$ cat src/hw/rtl/hvn_pkg.sv
// Shared types and constants for the heightmap vertex normal block.
// Used by every RTL file of the block but hvn_ram; depends on nothing.
package hvn_pkg;

   localparam int MAX_COLS_DEFAULT = 1024;
   localparam int ROW_LIMIT = 1024;
   localparam int Q_ONE = 16384;

   localparam int CFG_W = 11;
   localparam int IDX_W = 2;
   localparam int HEIGHT_W = 8;
   localparam int DIV_W = 8;
   localparam int ROW_W = 10;
   localparam int POS_W = 10;
   localparam int FACE_W = 10;
   localparam int SUM_W = 11;
   localparam int CNT_FACES_W = 3;
   localparam int MAG_W = 10;
   localparam int SQ_W = 20;
   localparam int SSQ_W = 22;
   localparam int M_W = 15;
   localparam int K2_W = 30;
   localparam int PROD_W = 52;
   localparam int BIT_W = 4;
   localparam int NX_W = 16;
   localparam int NY_W = 15;
   localparam int COMP_W = 2;

   localparam logic [IDX_W-1:0] REG_GRID_COLS = 2'd0;
   localparam logic [IDX_W-1:0] REG_GRID_ROWS = 2'd1;
   localparam logic [IDX_W-1:0] REG_HEIGHT_DIVISOR = 2'd2;

   localparam logic [CFG_W-1:0] GRID_COLS_RESET = 11'd256;
   localparam logic [CFG_W-1:0] GRID_ROWS_RESET = 11'd256;
   localparam logic [DIV_W-1:0] DIVISOR_RESET = 8'd15;

   localparam logic [COMP_W-1:0] COMP_X = 2'd0;
   localparam logic [COMP_W-1:0] COMP_Y = 2'd1;
   localparam logic [COMP_W-1:0] COMP_Z = 2'd2;

   localparam logic [BIT_W-1:0] TOP_BIT = 4'd14;

   // Commands from the controller to the datapath.
   typedef struct packed {
      logic              accept;
      logic              rd_b;
      logic              rd_c;
      logic              calc;
      logic              sum;
      logic              loadv;
      logic              sq;
      logic              ssum;
      logic              nk;
      logic              np;
      logic              nc;
      logic              load_out;
      logic              vsel;
      logic [COMP_W-1:0] comp;
      logic [BIT_W-1:0]  bit_idx;
   } cmd_type;

   // Status from the datapath to the controller.
   typedef struct packed {
      logic row_zero;
      logic two_results;
      logic out_free;
   } status_type;

endpackage

$ cat src/hw/rtl/hvn_ctrl.sv
// Sequencer of the heightmap vertex normal block: steps the datapath through
// line reads, face sums and the bitwise normalization search. Uses hvn_pkg.
module hvn_ctrl (
   input  logic                clock,
   input  logic                reset,
   input  logic                req_valid,
   output logic                req_ready,
   input  hvn_pkg::status_type status,
   output hvn_pkg::cmd_type    cmd
);

   typedef enum logic [3:0] {
      ST_IDLE, ST_RD_A, ST_RD_B, ST_RD_C, ST_CALC, ST_SUM, ST_LOADV,
      ST_SQ, ST_SSUM, ST_NK, ST_NP, ST_NC, ST_OUT
   } state_type;

   state_type                    state_ff, state_in;
   logic [hvn_pkg::COMP_W-1:0]   comp_ff, comp_in;
   logic [hvn_pkg::BIT_W-1:0]    bit_ff, bit_in;
   logic                         vsel_ff, vsel_in;

   always_comb begin
      state_in = state_ff;
      comp_in = comp_ff;
      bit_in = bit_ff;
      vsel_in = vsel_ff;
      case (state_ff)
         ST_IDLE: begin
            if (req_valid) begin
               state_in = ST_RD_A;
            end
         end
         ST_RD_A: state_in = ST_RD_B;
         ST_RD_B: state_in = ST_RD_C;
         ST_RD_C: state_in = ST_CALC;
         ST_CALC: state_in = ST_SUM;
         ST_SUM: begin
            vsel_in = 1'b0;
            state_in = status.row_zero ? ST_IDLE : ST_LOADV;
         end
         ST_LOADV: begin
            comp_in = hvn_pkg::COMP_X;
            state_in = ST_SQ;
         end
         ST_SQ: begin
            if (comp_ff == hvn_pkg::COMP_Z) begin
               comp_in = hvn_pkg::COMP_X;
               state_in = ST_SSUM;
            end else begin
               comp_in = comp_ff + 1'b1;
            end
         end
         ST_SSUM: begin
            bit_in = hvn_pkg::TOP_BIT;
            state_in = ST_NK;
         end
         ST_NK: state_in = ST_NP;
         ST_NP: state_in = ST_NC;
         ST_NC: begin
            if (bit_ff == '0) begin
               if (comp_ff == hvn_pkg::COMP_Z) begin
                  state_in = ST_OUT;
               end else begin
                  comp_in = comp_ff + 1'b1;
                  bit_in = hvn_pkg::TOP_BIT;
                  state_in = ST_NK;
               end
            end else begin
               bit_in = bit_ff - 1'b1;
               state_in = ST_NK;
            end
         end
         ST_OUT: begin
            if (status.out_free) begin
               if (!vsel_ff && status.two_results) begin
                  vsel_in = 1'b1;
                  state_in = ST_LOADV;
               end else begin
                  state_in = ST_IDLE;
               end
            end
         end
         default: state_in = ST_IDLE;
      endcase
   end

   always_ff @(posedge clock) begin
      if (reset) begin
         state_ff <= ST_IDLE;
         comp_ff <= hvn_pkg::COMP_X;
         bit_ff <= '0;
         vsel_ff <= 1'b0;
      end else begin
         state_ff <= state_in;
         comp_ff <= comp_in;
         bit_ff <= bit_in;
         vsel_ff <= vsel_in;
      end
   end

   assign req_ready = (state_ff == ST_IDLE);

   always_comb begin
      cmd = '0;
      cmd.accept = (state_ff == ST_IDLE) && req_valid;
      cmd.rd_b = (state_ff == ST_RD_B);
      cmd.rd_c = (state_ff == ST_RD_C);
      cmd.calc = (state_ff == ST_CALC);
      cmd.sum = (state_ff == ST_SUM);
      cmd.loadv = (state_ff == ST_LOADV);
      cmd.sq = (state_ff == ST_SQ);
      cmd.ssum = (state_ff == ST_SSUM);
      cmd.nk = (state_ff == ST_NK);
      cmd.np = (state_ff == ST_NP);
      cmd.nc = (state_ff == ST_NC);
      cmd.load_out = (state_ff == ST_OUT) && status.out_free;
      cmd.vsel = vsel_ff;
      cmd.comp = comp_ff;
      cmd.bit_idx = bit_ff;
   end

endmodule

$ cat config.mk
export PLATFORM = sky130hd
export DESIGN_NAME = hvn_ctrl
export DESIGN_NICKNAME = d
export VERILOG_FILES = /design/src/hw/rtl/hvn_pkg.sv /design/src/hw/rtl/hvn_ctrl.sv
export SDC_FILE = /design/constraint.sdc
export NUM_CORES = 1
export LEC_CHECK = 0
export BUFFER_PORTS_ARGS = -buffer_cell sky130_fd_sc_hd__buf_4
export CORE_ASPECT_RATIO = 0.75
export CORE_UTILIZATION = 35
export CTS_CLUSTER_SIZE = 30
export DETAILED_ROUTE_END_ITERATION = 10
export PLACE_DENSITY = 0.58
export SETUP_SLACK_MARGIN = 0.1
export SLEW_MARGIN = 15
export SYNTH_ARGS = -nofsm -noshare
export SYNTH_HDL_FRONTEND = slang
export SYNTH_SLANG_ARGS = --single-unit
export TNS_END_PERCENT = 50
$ cat constraint.sdc
create_clock -name clock -period 2 [get_ports clock]
set_clock_uncertainty 0.15 [all_clocks]
set_input_delay 0.4 -clock clock [delete_from_list [all_inputs] [get_ports clock]]
set_output_delay 0.4 -clock clock [all_outputs]
set_load 0.02 [all_outputs]
* Word level (Yosys, flattened, before mapping)
Index checks and enable logic that the tools add are counted.
** Cells by class
- Add/sub/neg operators :: 2
- Muxes and demuxes :: 18
- Reductions and logical operators :: 13
- Equality and inequality tests :: 20
** Operator list (number)
- $pmux 4 s13 :: 1
- $mux 4 :: 6
- $eq 4x4->1 const B :: 5
- $eq 4x3->1 const B :: 4
- $mux 3 :: 3
- $reduce_and 3->1 :: 3
- $eq 4x2->1 const B :: 2
- $logic_not 4->1 :: 2
- $ne 2x2->1 const B :: 4
- $pmux 4 s2 :: 1
- $mux 2 :: 3
- $pmux 2 s3 :: 1
- $eq 4x1->1 const B :: 1
- $ne 2x1->1 const B :: 2
- $reduce_bool 2->1 :: 2
- $sub 4x1->4 const B :: 1
- $logic_and 1x1->1 :: 3
- $ne 3x3->1 const B :: 1
- $reduce_bool 3->1 :: 1
- $add 2x1->2 const B :: 1
- $eq 2x2->1 const B :: 1
- $mux 1 :: 2
- $pmux 1 s2 :: 1
- $reduce_and 2->1 :: 1
- $logic_not 1->1 :: 1
** Storage, ports and cells
- Word-level logic and storage cells :: 57
- Input port bits :: 6
- Flip-flop bits (word level) :: 11

* Logic depth before layout (Yosys ltp)
- Depth after elaboration :: 5
- Depth in mapped cells :: 6
- Gate-level depth less buffers :: 6

* Worst setup path after synthesis
OpenSTA, ideal clock, no wires.
- Path type :: reg2out
- Start :: register state_ff[2]
- End :: output port cmd[18] in the netlist's numbering
- Setup slack :: -71 ps
- Arrival time :: 1521 ps
- Required time :: 1450 ps
- Stages on the path, launching flop included :: 5
- Path buffers :: 2
- Cell sequence :: dfxtp_1 -> buf_2 -> buf_1 -> nor3_1 -> and2_1
** RTL lines
- start: declaration :: RTL line hvn_ctrl.sv:17 : state_type state_ff, state_in;
- start signal: assignment :: RTL line hvn_ctrl.sv:94 : state_ff <= state_in;
- end: declaration :: RTL line hvn_ctrl.sv:9 : output hvn_pkg::cmd_type cmd

* Worst setup path in the final report
- Start :: register comp_ff[0] in the netlist's numbering
- End :: register state_ff[2]
** Between the ends
- Longest elaborated chain between the ends :: 4
- Elaborated cells between the ends (all ways) :: 6
- Those cells by class :: 2 x eq/ne; 3 x mux; 1 x reduce/logical
** Ends and longest elaborated chain
- start: declaration :: RTL line hvn_ctrl.sv:18 : logic [hvn_pkg::COMP_W-1:0] comp_ff, comp_in;
- start signal: assignment :: RTL line hvn_ctrl.sv:90 : comp_ff <= hvn_pkg::COMP_X;
- start signal: assignment :: RTL line hvn_ctrl.sv:95 : comp_ff <= comp_in;
- $eq 2x2->1 * :: RTL line hvn_ctrl.sv:46, hvn_ctrl.sv:61
- $mux 3 :: RTL line hvn_ctrl.sv:61 : if (comp_ff == hvn_pkg::COMP_Z) begin
- $mux 4 :: RTL line hvn_ctrl.sv:60 : if (bit_ff == '0) begin
- $pmux 4 s13 :: RTL line hvn_ctrl.sv:27 : case (state_ff)
Every way passes the cells marked *; elsewhere a longest branch is shown, timed or not.
A chain may end at the register's enable or synchronous reset.

==> metrics <==
result of the run=finished clean; sequential group share of total power=0.393; Worst Hold Depth=2; clock share of power=0.252; drt first pass iters=4; CTS sink count=11; Overflow after GRT=0; Final #Nets=152; max_cap viols=0; mux cell area share after synthesis=0.0131; crit end category=flop; Async SR Flop Fraction=0; FILL cells=230; unrepaired setup endpoints after global routing=yes; die area=2660 sq um; root buffer cell=clkbuf_4; vias in the first global route=841; Pwr Density=around 530 nW/um^2; commonest non-fill, non-tap cell in the layout=buf_4; Avg Vias per Cell=roughly 5.3; # IOs=26; FMAX=~530 MHz; commonest cells after routing, fill and taps aside=buf_4, nor2_1, inv_1; initial DRC count=22; cell family with most CP delay=compound AO/OA/AOI/OAI gates; DP Area=1090 sq um; Starting Density=0.372; Routed WL=2360 um; Critical Path Max Stage Delay=0.33 ns; first-pass GRT wire length=3840 um; internal power=419 uW; Crit Path Category=flop to flop; Post-DP HPWL=1680 um; worst path cell trace=inv_1, ha_2, and4bb_2, nor2_1, o311a_1, o41ai_2; core area=2310 sq um; initial antenna violation count=0; row cnt=15; clock latency on the worst-skew pair=0.28 ns; vias=927; WP buf/inv=1; Slew HR=0.694; Setup TNS Final=0 ns; Compound-Gate Fraction of Synth Area=0.255; Post-Syn Instances=approximately 110; slew of the pin with the lowest slew margin=0.455 ns; post-synthesis simple-gate area fraction=0.327; switching power total=approximately 220 uW; DR WL/cell=about 14 um; cts bufs inserted=3; Req. time, crit path=between 2 and 2.5 ns; Hold Vio Cnt, Final=0; final period utilization=0.951; post-route minimum period=1.90 ns; slowest CP cell=dfxtp_1; Worst Reg-to-Reg Cells=6; CTS clk-pin slew, worst paths=0.07 ns; post-synth cell types=44; VDD IR-drop max=0.236 mV; EDFF count, synth=0; Syn Std Cell Area=858 sq um; sequential fraction of the synthesis area=0.257; Worst setup SP type=flop; Post-Synth XOR/XNOR Area=0; Main synth FF type=dfxtp_1; final instance area=roughly 1200 sq um; Sw Ratio=0.340; Max Slew Vio Count=0; Net Count, Synth=122; Synth warnings=0; Worst Path Max Fanout=6; Crit. path cell count=6; combinational share of power=0.355; Syn-to-layout area delta=40.5%; H-Tree Depth=1; n_diodes=0; largest family of logic cells by synthesized area=simple AND/OR/NAND/NOR gates; share of post-route cells with drive strength above 1=0.390; syn_area_per_cell=7.66 sq um; Detail Route Antenna Nets=0; die height=44.9 um; final setup vio count=0; WP data arrival=1.94 ns; worst slack at placement=0.122 ns; PortBufs=25; pin count of the biggest net entering global routing=14; PnR worst setup slack=a little under 0.1 ns; GRT Resource Usage Total=0.199; LEAKAGE=0.000463 uW; Synth Register Bits=11; post-synthesis adder-cell area fraction=0.0583; CTS Buffer Depth=2; DR DRC count=0; TritonCTS clock tree=done; gpl congestion=0.816; Hold Buf Count CTS=0; Die Wd=about 59 um; worst hold-check path type=input pin to flop
final cells by class:
cell class                      instances  area, sq um  share of cell area
Sequential cell                        11          230               0.191
Timing Repair Buffer                   34          259               0.215
Clock buffer                            4         26.3              0.0218
Tap cell                               34         42.5              0.0353
Multi-Input combinational cell         83          614               0.509
Inverter                                9         33.8              0.0280
timing repair:
item	CTS	global route
buffers inserted	2	1
endpoints found under the setup margin	10	15
resized for setup	4	15
pin swaps	1	2
final timing paths:
check / from / end / slack, ns
worst max-delay path: comp_ff[0]$_SDFFE_PP0P_ / state_ff[2]$_SDFFE_PP0P_ / 0.1
worst min-delay path: reset / bit_ff[0]$_SDFFE_PP0P_ / 0.25
worst max register to register: comp_ff[0]$_SDFFE_PP0P_ / state_ff[2]$_SDFFE_PP0P_ / 0.1
worst min register to register: comp_ff[1]$_SDFFE_PP0P_ / comp_ff[1]$_SDFFE_PP0P_ / 0.36
synthesized netlist by cell type, types with 2 or more instances:
library cell | n | area share
nor4bb_1 | 2 | 0.023
dfxtp_1 | 11 | 0.26
a32oi_1 | 2 | 0.020
ha_1 | 4 | 0.058
buf_2 | 5 | 0.029
nor2_1 | 15 | 0.066
inv_1 | 9 | 0.039
o211ai_1 | 2 | 0.017
nand2_1 | 5 | 0.022
a311oi_1 | 3 | 0.031
clkbuf_1 | 2 | 0.0087
o21ai_0 | 4 | 0.023
a21boi_0 | 2 | 0.017
or3_1 | 2 | 0.015
nand2b_1 | 6 | 0.044
nand3_1 | 2 | 0.012
a21oi_1 | 5 | 0.029
nor3_1 | 5 | 0.029
layer usage:
layer  share of wire  routed length [um]  vias up  GRT usage
met5               0                   0        -          0
met4           0.014                  34        0     0.0952
met3           0.071                 169        4     0.0802
met2            0.42                1000       30      0.283
met1            0.49                1160      425      0.261
li1                -                   -      468          -
through the flow:
step / power, uW / hold slack (ns) / instances / utilization
2_1_floorplan: 366 / 0.354 / 112 / -
3_3_place_gp: 434 / 0.337 / 168 / 0.474
3_5_place_dp: 435 / 0.338 / 168 / 0.474
4_1_cts: 616 / 0.251 / 174 / 0.495
5_1_grt: 671 / 0.241 / 175 / 0.522
6_report: 635 / 0.253 / 175 / 0.522
state kept, by name, summed over array words and instances, names as in the netlist:
register	cells
state_ff	4
comp_ff	2
vsel_ff	1
bit_ff	4
kinds of logic (layout without fill, tap and decap cells):
logic type | after synthesis | in the layout
DFF | 11 | 11
adders and majority gates | 4 | 4
buffers and inverters | 18 | 47
and+or+nand+nor | 49 | 49
AOI/OAI and AO/OA | 29 | 29
muxes | 1 | 1
power groups by stage:
stage               combinational, uW  sequential (uW)  clock (uW)
floorplan                         127              240           0
finish                            225              249         160
global placement                  184              250           0
global route                      242              252         177
detailed placement                185              250           0
CTS                               206              247         163
Note: power is estimated with default switching activity, not from simulation.
